**config.mk**
```make
export PLATFORM = sky130hd
export DESIGN_NAME = assoc_tlb_lru
export DESIGN_NICKNAME = d
export VERILOG_FILES = /design/src/hdl/atlb_pkg.sv /design/src/hdl/atlb_cell.sv /design/src/hdl/atlb_head.sv /design/src/hdl/assoc_tlb_lru.sv
export SDC_FILE = /design/constraint.sdc
export NUM_CORES = 1
export LEC_CHECK = 0
export BUFFER_PORTS_ARGS = -buffer_cell sky130_fd_sc_hd__buf_2
export CORE_UTILIZATION = 25
export CTS_CLUSTER_SIZE = 10
export DETAILED_ROUTE_END_ITERATION = 8
export SLEW_MARGIN = 20
export SYNTH_ARGS = -nofsm -noshare
export SYNTH_HDL_FRONTEND = slang
export SYNTH_SLANG_ARGS = --single-unit
```
**constraint.sdc**
```tcl
create_clock -name clk_i -period 28.9 [get_ports clk_i]
set_input_delay 5.78 -clock clk_i [delete_from_list [all_inputs] [get_ports clk_i]]
set_output_delay 5.78 -clock clk_i [all_outputs]
set_load 0.03 [all_outputs]
```
**src/hdl/atlb_pkg.sv**
```systemverilog
`timescale 1ns / 1ps

package atlb_pkg;

  localparam int unsigned PidW   = 8;
  localparam int unsigned PageW  = 8;
  localparam int unsigned FrameW = 8;
  localparam int unsigned StampW = 32;
  localparam int unsigned CountW = 32;
  localparam int unsigned ModeW  = 3;

  // s_axis_tdata: pid, vpn, frame_in
  localparam int unsigned InDataW  = 24;
  // m_axis_tdata: frame_out, hit total, miss total
  localparam int unsigned OutDataW = 72;

  typedef enum logic [ModeW-1:0] {
    OP_LOOKUP    = 3'd0,
    OP_INSERT    = 3'd1,
    OP_INV_PID   = 3'd2,
    OP_INV_PAGE  = 3'd3,
    OP_CLR_STATS = 3'd4
  } op_e;

  typedef enum logic [1:0] {
    ST_IDLE,
    ST_SCAN,
    ST_FILL,
    ST_DONE
  } state_e;

  typedef struct packed {
    logic              valid;
    logic [PidW-1:0]   pid;
    logic [PageW-1:0]  page;
    logic [FrameW-1:0] frame;
    logic [StampW-1:0] stamp;
  } entry_t;

  // Running state of one pass around the ring
  typedef struct packed {
    logic              found;
    logic [FrameW-1:0] frame;
    logic              free;
    logic              have_min;
    logic [StampW-1:0] min_stamp;
  } scan_t;

endpackage

```
**src/hdl/atlb_cell.sv**
```systemverilog
`timescale 1ns / 1ps

module atlb_cell (
  input  logic             clk_i,
  input  logic             rst_ni,
  input  logic             shift_i,
  input  atlb_pkg::entry_t entry_i,
  output atlb_pkg::entry_t entry_o
);

  logic             valid_q;
  atlb_pkg::entry_t data_q;

  always_ff @(posedge clk_i or negedge rst_ni) begin
    if (!rst_ni) begin
      valid_q <= 1'b0;
    end else if (shift_i) begin
      valid_q <= entry_i.valid;
    end
  end

  always_ff @(posedge clk_i) begin
    if (shift_i) begin
      data_q <= entry_i;
    end
  end

  always_comb begin
    entry_o       = data_q;
    entry_o.valid = valid_q;
  end

endmodule

```
**src/hdl/atlb_head.sv**
```systemverilog
`timescale 1ns / 1ps

module atlb_head #(
  parameter int unsigned IdxW = 4
) (
  input  logic [atlb_pkg::ModeW-1:0]  mode_i,
  input  logic [atlb_pkg::PidW-1:0]   pid_i,
  input  logic [atlb_pkg::PageW-1:0]  page_i,
  input  logic [atlb_pkg::FrameW-1:0] frame_i,
  input  logic [atlb_pkg::StampW-1:0] stamp_i,
  input  logic                        fill_i,
  input  logic [IdxW-1:0]             idx_i,
  input  atlb_pkg::entry_t            entry_i,
  input  atlb_pkg::scan_t             scan_i,
  input  logic [IdxW-1:0]             victim_i,
  output atlb_pkg::entry_t            entry_o,
  output atlb_pkg::scan_t             scan_o,
  output logic [IdxW-1:0]             victim_o
);

  logic pid_hit;
  logic full_hit;

  assign pid_hit  = entry_i.valid && (entry_i.pid == pid_i);
  assign full_hit = pid_hit && (entry_i.page == page_i);

  always_comb begin
    entry_o  = entry_i;
    scan_o   = scan_i;
    victim_o = victim_i;
    unique case (mode_i)
      atlb_pkg::OP_LOOKUP: begin
        // first match in index order wins; restamp it on its way by
        if (!scan_i.found && full_hit) begin
          scan_o.found  = 1'b1;
          scan_o.frame  = entry_i.frame;
          entry_o.stamp = stamp_i;
        end
      end
      atlb_pkg::OP_INSERT: begin
        if (fill_i) begin
          if (idx_i == victim_i) begin
            entry_o.valid = 1'b1;
            entry_o.pid   = pid_i;
            entry_o.page  = page_i;
            entry_o.frame = frame_i;
            entry_o.stamp = stamp_i;
          end
        end else if (!scan_i.free) begin
          if (!entry_i.valid) begin
            scan_o.free = 1'b1;
            victim_o    = idx_i;
          end else if (!scan_i.have_min || (entry_i.stamp < scan_i.min_stamp)) begin
            // strict compare keeps the lowest index on a tie
            scan_o.have_min  = 1'b1;
            scan_o.min_stamp = entry_i.stamp;
            victim_o         = idx_i;
          end
        end
      end
      atlb_pkg::OP_INV_PID: begin
        if (pid_hit) begin
          entry_o.valid = 1'b0;
        end
      end
      atlb_pkg::OP_INV_PAGE: begin
        if (full_hit) begin
          entry_o.valid = 1'b0;
        end
      end
      default: begin
      end
    endcase
  end

endmodule

```
**src/hdl/assoc_tlb_lru.sv**
```systemverilog
`timescale 1ns / 1ps
// Fully associative TLB, tagged by process id and page, with LRU replacement.
// Input items arrive on s_axis: tuser carries the operation (lookup, insert,
// invalidate process, invalidate page, clear statistics), tdata the process
// id, page and frame. Every item gives exactly one result on m_axis: tuser is
// the hit flag, tdata the frame and the saturating hit and miss totals.
// The entries sit in a ring of cells that rotates by one place per cycle past
// a single head unit, which compares, restamps, picks victims and clears.
// Lookup and both invalidates take one turn of the ring, insert takes two
// (victim search, then fill). The result is registered in the done state at
// the end of the pass (clear statistics and unused codes go from accept
// straight to done), and the next item is accepted once the block is back
// in idle. One item is in work at a time.
// Reset clears all valid bits, the stamp counter and both totals at once.
// When the receiver stalls, the finished result waits in the output register;
// a following item completes its pass and then waits, with the input closed,
// until that register drains.
module assoc_tlb_lru #(
  parameter int unsigned ENTRIES = 16
) (
  input  logic                          clk_i,
  input  logic                          rst_ni,
  input  logic                          s_axis_tvalid,
  output logic                          s_axis_tready,
  // [7:0] pid, [15:8] vpn, [23:16] frame_in
  input  logic [atlb_pkg::InDataW-1:0]  s_axis_tdata,
  // [2:0] mode
  input  logic [atlb_pkg::ModeW-1:0]    s_axis_tuser,
  output logic                          m_axis_tvalid,
  input  logic                          m_axis_tready,
  // [7:0] frame_out, [39:8] hit total, [71:40] miss total
  output logic [atlb_pkg::OutDataW-1:0] m_axis_tdata,
  // [0] hit
  output logic                          m_axis_tuser
);

  localparam int unsigned IdxW = (ENTRIES > 1) ? $clog2(ENTRIES) : 1;
  localparam logic [IdxW-1:0] LastIdx = IdxW'(ENTRIES - 1);

  atlb_pkg::state_e state_q, state_d;

  logic [atlb_pkg::ModeW-1:0]  mode_q;
  logic [atlb_pkg::PidW-1:0]   pid_q;
  logic [atlb_pkg::PageW-1:0]  page_q;
  logic [atlb_pkg::FrameW-1:0] frame_q;

  logic [IdxW-1:0]             cnt_q, cnt_d;
  logic [IdxW-1:0]             victim_q, victim_d;
  atlb_pkg::scan_t             scan_q, scan_d;
  logic [atlb_pkg::StampW-1:0] stamp_q, stamp_d;
  logic [atlb_pkg::CountW-1:0] hits_q, hits_d;
  logic [atlb_pkg::CountW-1:0] misses_q, misses_d;

  logic                          out_valid_q, out_valid_d;
  logic [atlb_pkg::OutDataW-1:0] out_data_q, out_data_d;
  logic                          out_hit_q, out_hit_d;

  logic             shift;
  logic             accept;
  logic             out_free;
  logic             is_lookup;
  atlb_pkg::entry_t cell_out [ENTRIES];
  atlb_pkg::entry_t head_out;
  atlb_pkg::scan_t  head_scan;
  logic [IdxW-1:0]  head_victim;

  assign s_axis_tready = (state_q == atlb_pkg::ST_IDLE);
  assign accept        = s_axis_tvalid && s_axis_tready;
  assign shift         = (state_q == atlb_pkg::ST_SCAN) || (state_q == atlb_pkg::ST_FILL);
  assign out_free      = !out_valid_q || m_axis_tready;
  assign is_lookup     = (mode_q == atlb_pkg::OP_LOOKUP);

  // Ring: cell k takes cell k+1, the last cell takes the head's output
  for (genvar k = 0; k < ENTRIES; k++) begin : g_cell
    atlb_pkg::entry_t cell_in;
    if (k == ENTRIES - 1) begin : g_tail
      assign cell_in = head_out;
    end else begin : g_mid
      assign cell_in = cell_out[k+1];
    end
    atlb_cell u_cell (
      .clk_i   (clk_i),
      .rst_ni  (rst_ni),
      .shift_i (shift),
      .entry_i (cell_in),
      .entry_o (cell_out[k])
    );
  end

  atlb_head #(
    .IdxW (IdxW)
  ) u_head (
    .mode_i   (mode_q),
    .pid_i    (pid_q),
    .page_i   (page_q),
    .frame_i  (frame_q),
    .stamp_i  (stamp_q),
    .fill_i   (state_q == atlb_pkg::ST_FILL),
    .idx_i    (cnt_q),
    .entry_i  (cell_out[0]),
    .scan_i   (scan_q),
    .victim_i (victim_q),
    .entry_o  (head_out),
    .scan_o   (head_scan),
    .victim_o (head_victim)
  );

  always_comb begin
    state_d     = state_q;
    cnt_d       = cnt_q;
    scan_d      = scan_q;
    victim_d    = victim_q;
    stamp_d     = stamp_q;
    hits_d      = hits_q;
    misses_d    = misses_q;
    out_valid_d = out_valid_q && !m_axis_tready;
    out_data_d  = out_data_q;
    out_hit_d   = out_hit_q;
    unique case (state_q)
      atlb_pkg::ST_IDLE: begin
        if (accept) begin
          cnt_d    = '0;
          scan_d   = '0;
          victim_d = '0;
          if (s_axis_tuser == atlb_pkg::OP_LOOKUP || s_axis_tuser == atlb_pkg::OP_INSERT ||
              s_axis_tuser == atlb_pkg::OP_INV_PID || s_axis_tuser == atlb_pkg::OP_INV_PAGE) begin
            state_d = atlb_pkg::ST_SCAN;
          end else begin
            state_d = atlb_pkg::ST_DONE;
          end
        end
      end
      atlb_pkg::ST_SCAN, atlb_pkg::ST_FILL: begin
        scan_d   = head_scan;
        victim_d = head_victim;
        cnt_d    = cnt_q + 1'b1;
        if (cnt_q == LastIdx) begin
          cnt_d = '0;
          if (state_q == atlb_pkg::ST_SCAN && mode_q == atlb_pkg::OP_INSERT) begin
            state_d = atlb_pkg::ST_FILL;
          end else begin
            state_d = atlb_pkg::ST_DONE;
          end
        end
      end
      atlb_pkg::ST_DONE: begin
        // hold here until the output register can take the result
        if (out_free) begin
          if (is_lookup) begin
            if (scan_q.found) begin
              if (hits_q != '1) hits_d = hits_q + 1'b1;
            end else begin
              if (misses_q != '1) misses_d = misses_q + 1'b1;
            end
          end else if (mode_q == atlb_pkg::OP_CLR_STATS) begin
            hits_d   = '0;
            misses_d = '0;
          end
          if ((is_lookup && scan_q.found) || mode_q == atlb_pkg::OP_INSERT) begin
            stamp_d = stamp_q + 1'b1;
          end
          out_valid_d = 1'b1;
          out_hit_d   = is_lookup && scan_q.found;
          out_data_d  = {misses_d, hits_d,
                         (is_lookup && scan_q.found) ? scan_q.frame : '0};
          state_d     = atlb_pkg::ST_IDLE;
        end
      end
      default: begin
        state_d = atlb_pkg::ST_IDLE;
      end
    endcase
  end

  always_ff @(posedge clk_i or negedge rst_ni) begin
    if (!rst_ni) begin
      state_q     <= atlb_pkg::ST_IDLE;
      cnt_q       <= '0;
      stamp_q     <= '0;
      hits_q      <= '0;
      misses_q    <= '0;
      out_valid_q <= 1'b0;
    end else begin
      state_q     <= state_d;
      cnt_q       <= cnt_d;
      stamp_q     <= stamp_d;
      hits_q      <= hits_d;
      misses_q    <= misses_d;
      out_valid_q <= out_valid_d;
    end
  end

  always_ff @(posedge clk_i) begin
    if (accept) begin
      mode_q  <= s_axis_tuser;
      pid_q   <= s_axis_tdata[7:0];
      page_q  <= s_axis_tdata[15:8];
      frame_q <= s_axis_tdata[23:16];
    end
    scan_q     <= scan_d;
    victim_q   <= victim_d;
    out_data_q <= out_data_d;
    out_hit_q  <= out_hit_d;
  end

  assign m_axis_tvalid = out_valid_q;
  assign m_axis_tdata  = out_data_q;
  assign m_axis_tuser  = out_hit_q;

endmodule

```
== Word-level counts from Yosys, hierarchy flattened ==
Cells that the tools add are included.

* Bits of input ports: 31
* Register bits: 1162
* Logic and storage cells: 205

* $lt $le $gt $ge: 1
* Equal/unequal tests: 27
* Multiplexer cells: 43
* Reduce and logical (&&, ||, !) cells: 31
* Add/sub/neg operators: 4

{| class="wikitable"
|+ Operators with widths
! operator !! number
|-
| $mux 32 || 9
|-
| $mux 57 || 2
|-
| $mux 34 || 3
|-
| $add 32x1->32 const B || 3
|-
| $pmux 43 s2 || 1
|-
| $mux 33 || 2
|-
| $ne 32x32->1 const B || 2
|-
| $pmux 32 s2 || 1
|-
| $mux 43 || 1
|-
| $lt 32x32->1 || 1
|-
| $mux 4 || 7
|-
| $mux 24 || 1
|-
| $mux 9 || 2
|-
| $eq 8x8->1 || 2
|-
| $pmux 4 s2 || 2
|-
| $eq 3x2->1 const B || 4
|-
| $ne 2x2->1 const B || 6
|-
| $mux 2 || 4
|-
| $ne 2x1->1 const B || 4
|-
| $reduce_and 4->1 || 2
|-
| $logic_and 1x1->1 || 7
|-
| $logic_or 1x1->1 || 7
|-
| $reduce_and 7->1 || 1
|-
| $eq 3x1->1 const B || 2
|-
| other kinds (18) || 30
|}

== Depth between registers and ports, before layout ==
* Depth after elaboration: 8
* Mapped depth: 9
* Gate-level depth less buffers: 8

== Modules after synthesis ==
Synthesis repeated with hierarchy kept, for this count alone.

* Cell total of the unflattened synthesis: 2318
* Area total of the unflattened synthesis: 42070.3 µm²

{| class="wikitable"
|+ Modules (own cells, without submodules)
! module !! cells each !! area an instance (µm²) !! times used !! seq. area each (µm²)
|-
| atlb_cell || 59 || 1729.2 || 16 || 1706.6
|-
| assoc_tlb_lru || 1057 || 11890.2 || 1 || 6991.7
|-
| atlb_head || 317 || 2513.7 || 1 || 0.0
|}

== Worst setup path before layout ==
OpenSTA, ideal clock, no wires.

* Path kind: register to register
* Start point: register state_q[0]
* End point: register scan_q[0] (netlist bit) (enable)
* Data arrival time: 25.360 ns
* Buffers on the path: 0
* Stages on the path, launching flop included: 6
* Setup time: 0.388 ns
* Slack: 3.153 ns
* Cell sequence: dfrtp_1 inv_1 ha_1 o21ai_0 a211oi_1 o211a_1

* Word-level cells in the longest chain between the ends: 4
* Elaborated cells on any way between the ends: 13
* Classes of those cells: eq/ne (8); reduce/logical (5)

{| class="wikitable"
|+ RTL lines
! element !! RTL line !! text
|-
| from (decl) || assoc_tlb_lru.sv:40 || <nowiki>atlb_pkg::state_e state_q, state_d;</nowiki>
|-
| from (signal assigned) || assoc_tlb_lru.sv:177 || <nowiki>state_q <= atlb_pkg::ST_IDLE;</nowiki>
|-
| from (signal assigned) || assoc_tlb_lru.sv:184 || <nowiki>state_q <= state_d;</nowiki>
|-
| $eq 2x1->1, or another cell as far along || assoc_tlb_lru.sv:119 || <nowiki>unique case (state_q)</nowiki>
|-
| $reduce_or 2->1 / $logic_and 1x1->1 (equally long branches) || assoc_tlb_lru.sv:119, assoc_tlb_lru.sv:68 ||
|-
| $ne 2x1->1 (no source line), or another cell as far along || - ||
|-
| $reduce_and 7->1 (no source line) (*) || - ||
|-
| to (signal assigned) || assoc_tlb_lru.sv:200 || <nowiki>scan_q <= scan_d;</nowiki>
|-
| to (decl) || assoc_tlb_lru.sv:49 || <nowiki>atlb_pkg::scan_t scan_q, scan_d;</nowiki>
|}

Every way passes the cells marked *; elsewhere a longest branch is shown, timed or not.
A chain may end at the register's enable or synchronous reset.

== Final worst setup path ==
* Start point: input m_axis_tready
* End point: register hits_q[27] (netlist bit)

* Word-level cells in the longest chain between the ends: 2

{| class="wikitable"
|+ RTL lines
! element !! RTL line !! text
|-
| from (decl) || assoc_tlb_lru.sv:30 || <nowiki>input logic m_axis_tready,</nowiki>
|-
| $logic_or 1x1->1 || assoc_tlb_lru.sv:70 || <nowiki>assign out_free = !out_valid_q || m_axis_tready;</nowiki>
|-
| $reduce_and 2->1 (no source line) || - ||
|-
| to (signal assigned) || assoc_tlb_lru.sv:187 || <nowiki>hits_q <= hits_d;</nowiki>
|-
| to (decl) || assoc_tlb_lru.sv:51 || <nowiki>logic [atlb_pkg::CountW-1:0] hits_q, hits_d;</nowiki>
|}

Every way passes these cells.

==> flow_summary_export.csv <==
group,metric,value,unit
power_and_ir_drop,clkPwrFrac,26.5,%
cts,post_cts_resized,0,
logic_synthesis,ys_ff_latch,1162,
sta,slew_viol_final,0,
floorplanning,core,161000,µm²
logic_synthesis,syn_nets,2216,
power_and_ir_drop,pwr-share-comb,16.9,%
cts,clkSinkCount,1162,
sta,rsz0062_at_grt,"no",
detailed_routing,drt_iter0_drc,1602,
setup_path,cp_data_arrival_time,8.81,ns
logic_synthesis,synthTopCellsByArea,"edfxtp_1 77%, dfrtp_1 7.3%, mux2_2 2.0%",
sta,fin_crit,8.16,ns
placement,hpwl,40000,µm
logic_synthesis,synthDominantCellAreaShare,77.0,%
run,cap_violations,0,
setup_path,cp.required,29.55,ns
sta,fin_crit_sh,28.3,%
power_and_ir_drop,seqPwrFrac,56.6,%
logic_synthesis,synth_warnings,0,
finish,final_core_util,29.8,%
setup_path,crit_type,"primary input to register",
global_routing,gr-usage-met1,13.0,%
finish,drive_gt1_share,15.4,%
detailed_routing,drc,0,
floorplanning,die_y,405,µm
hold_path,worstHoldPathType,"register to register",
logic_synthesis,synth_enable_flop_cells,1043,
status,status,"completed",
floorplanning,die_w,405,µm
logic_synthesis,netlist_area,40700,µm²
global_routing,grt_busiest_layer,"met1",
detailed_routing,via_per_inst,4.03,
sta,setup_viol,0,
placement,port_buffers,105,
floorplanning,rows,147,
hold_path,hp-start,"g_cell[4].u_cell.entry_o[40]",
finish,nFillCells,15700,
cts,insertion_delay,0.74,ns
logic_synthesis,syn_area_per_cell,19.0,µm²
power_and_ir_drop,p_switching,1700,µW
global_routing,antenna_found_initial,7,
cts,postCtsHoldBufs,0,
sta,slew_headroom,21.2,%
power_and_ir_drop,powerDensity,122,nW/µm²
sta,fin_tns_setup,0,ns
cts,clockRootBuffer,"clkbuf_16",
global_routing,grt_overflow_total,0,
cts,clkTransAtPathRegs,0.05,ns
detailed_routing,routedWlPerCell,14.8,µm
setup_path,cp-end-kind,"register",
setup_path,crit_fanout,56,
placement,gp_congestion,0.784,
sta,fmax,122,MHz
power_and_ir_drop,p_leak,0.0163,µW
cts,clockBufferDepth,3,
global_routing,use_met3,1.87,%
power_and_ir_drop,finalPower,5870,µW
sta,skew,0.0278,ns
logic_synthesis,yosysSeqAreaShare,84.4,%
floorplanning,die_area,164000,µm²
finish,num-nets-final,2413,
detailed_routing,wl,68100,µm
setup_path,crit_start,"m_axis_tready",
detailed_routing,detail-route-antenna-nets,0,
global_routing,grtUsageTotal,8.40,%
logic_synthesis,synthDistinctLibCells,60,
detailed_routing,first_pass_iters,5,
sta,tightest_slew,1.18,ns
setup_path,start_kind,"primary input",
sta,timing_hold_violations_final,0,
logic_synthesis,synth_top_area_cell,"edfxtp_1",
global_routing,met2_usage,11.1,%
power_and_ir_drop,swShare,29.0,%
finish,seqCellArea,34300,µm²
logic_synthesis,synthArstFlopShare,10.2,%
logic_synthesis,syn_inst,2144,
cts,cts_tree,"done",
detailed_routing,vias,18500,
finish,multiInputGateArea,5900,µm²
cts,cts_buffers,135,
logic_synthesis,synthFlopType,"edfxtp_1",
cts,htree_num_levels,4,
setup_path,worstReg2RegStart,"state_q[1]",
global_routing,grt_pass1_vias,18100,
floorplanning,start_util,25.3,%
global_routing,grt_pass1_wl,107000,µm
floorplanning,io_pins,106,
power_and_ir_drop,power.internal,4170,µW
power_and_ir_drop,ir_drop,0.000160,V
cts,cts_setup_buffers,0,
global_routing,grt_max_degree,214,
finish,layout-area-overhead-vs-synth,17.9,%
area by class of cell:
type	count	area share, %
Sequential cell	1162	71.6
Tap cell	2160	5.64
Inverter	61	0.483
Clock inverter	20	0.948
Clock buffer	202	7.59
Timing Repair Buffer	124	1.47
Antenna cell	2	0.0104
Multi-Input combinational cell	857	12.3
sequential cells by signal (all words and copies together), names as in the netlist:
| register | cells |
|---|---|
| victim_q | 4 |
| m_axis_tdata | 72 |
| page_q | 8 |
| mode_q | 3 |
| stamp_q | 32 |
| cnt_q | 4 |
| frame_q | 8 |
| g_cell.u_cell.entry_o | 896 |
| misses_q | 32 |
| hits_q | 32 |
| m_axis_tvalid | 1 |
| state_q | 2 |
| g_cell.u_cell.valid_q | 16 |
| scan_q | 43 |
| pid_q | 8 |
| m_axis_tuser | 1 |
synth_stat cells (5+ instances only):
master	number
a21o_1	6
a21oi_1	40
a22o_1	8
a31o_2	5
a31oi_1	21
and2_1	66
and3_1	27
and4_1	19
buf_2	8
clkbuf_1	51
dfrtp_1	119
edfxtp_1	1043
ha_1	41
inv_1	61
mux2_2	71
nand2_1	70
nand3_1	45
nand4_1	31
nor2_1	108
nor3_1	18
nor4_1	7
o21ai_0	76
o31ai_1	29
or3_1	10
xnor2_1	64
xor2_1	48
per-stage QoR:
| stage | cells | area, µm² | hold WS (ns) | setup slack [ns] |
|---|---|---|---|---|
| 4_1_cts | 4586 | 47900 | 0.395 | 20.71 |
| 3_3_place_gp | 4364 | 43800 | 0.400 | 20.02 |
| 2_1_floorplan | 2144 | 40700 | 0.400 | 3.15 |
| 6_report | 4588 | 47900 | 0.399 | 20.74 |
| 3_5_place_dp | 4364 | 43800 | 0.405 | 19.91 |
| 5_1_grt | 4586 | 47900 | 0.405 | 20.52 |
power groups by stage:
stage | clock [µW] | sequential, µW | combinational (µW)
5_1_grt | 1670 | 3410 | 1100
3_5_place_dp | 0 | 3360 | 1020
6_report | 1550 | 3320 | 991
4_1_cts | 1610 | 3340 | 1020
2_1_floorplan | 0 | 3960 | 531
3_3_place_gp | 0 | 3330 | 991
routing by layer:
metal | part of all wire, % | vias up
met4 | 2.3 | 0
met5 | 0 | -
met2 | 41 | 426
li1 | - | 8584
met3 | 5.7 | 104
met1 | 51 | 9387
logic make-up after synthesis:
kind of cell	synth area share (%)
fa+ha+maj	1.26
flops	84.4
simple gates	5.40
buf+inv	1.20
mux	2.07
compound gates	3.30
xor+xnor	2.41
critical path, stage by stage:
cell	delay, ns
buf_2	0.14
nand2b_1	0.21
nand2_1	0.07
buf_4	0.29
inv_4	0.53
buf_4	0.66
nand2_1	0.23
buf_4	0.35
or3_1	0.36
o21ai_0	0.09
cells in the final DEF, fill, tap and decap left out, types with 3 or more instances in the layout:
cell type     n
a21o_1        6
a21oi_1      40
a22o_1        8
a31o_2        5
a31oi_1      21
and2_1       64
and3_1       26
and4_1       19
buf_2       104
buf_4        15
buf_6         3
clkbuf_1     66
clkbuf_16   135
clkinv_16    12
clkinv_2      3
dfrtp_1     119
edfxtp_1   1043
ha_1         40
inv_1        60
mux2_2       71
mux2i_1       4
nand2_1      70
nand2b_1      4
nand3_1      45
nand4_1      31
nor2_1      107
nor3_1       18
nor3b_1       3
nor4_1        6
o211ai_1      4
o21ai_0      76
o31ai_1      29
or3_1        10
xnor2_1      64
xor2_1       48
worst paths after layout:
check | to | depth (start not counted) | slack [ns]
setup / recovery | hits_q[27] | 10 | 20.74
hold / removal | g_cell[3].u_cell.entry_o[40] | 0 | 0.40
setup reg to reg | g_cell[12].u_cell.entry_o[40] | 6 | 23.64
hold reg to reg | g_cell[3].u_cell.entry_o[40] | 0 | 0.40
max in group asynchronous | stamp_q[30] | 2 | 22.60
min in group asynchronous | misses_q[7] | 1 | 5.09
Note: power is estimated with default switching activity, not from simulation.
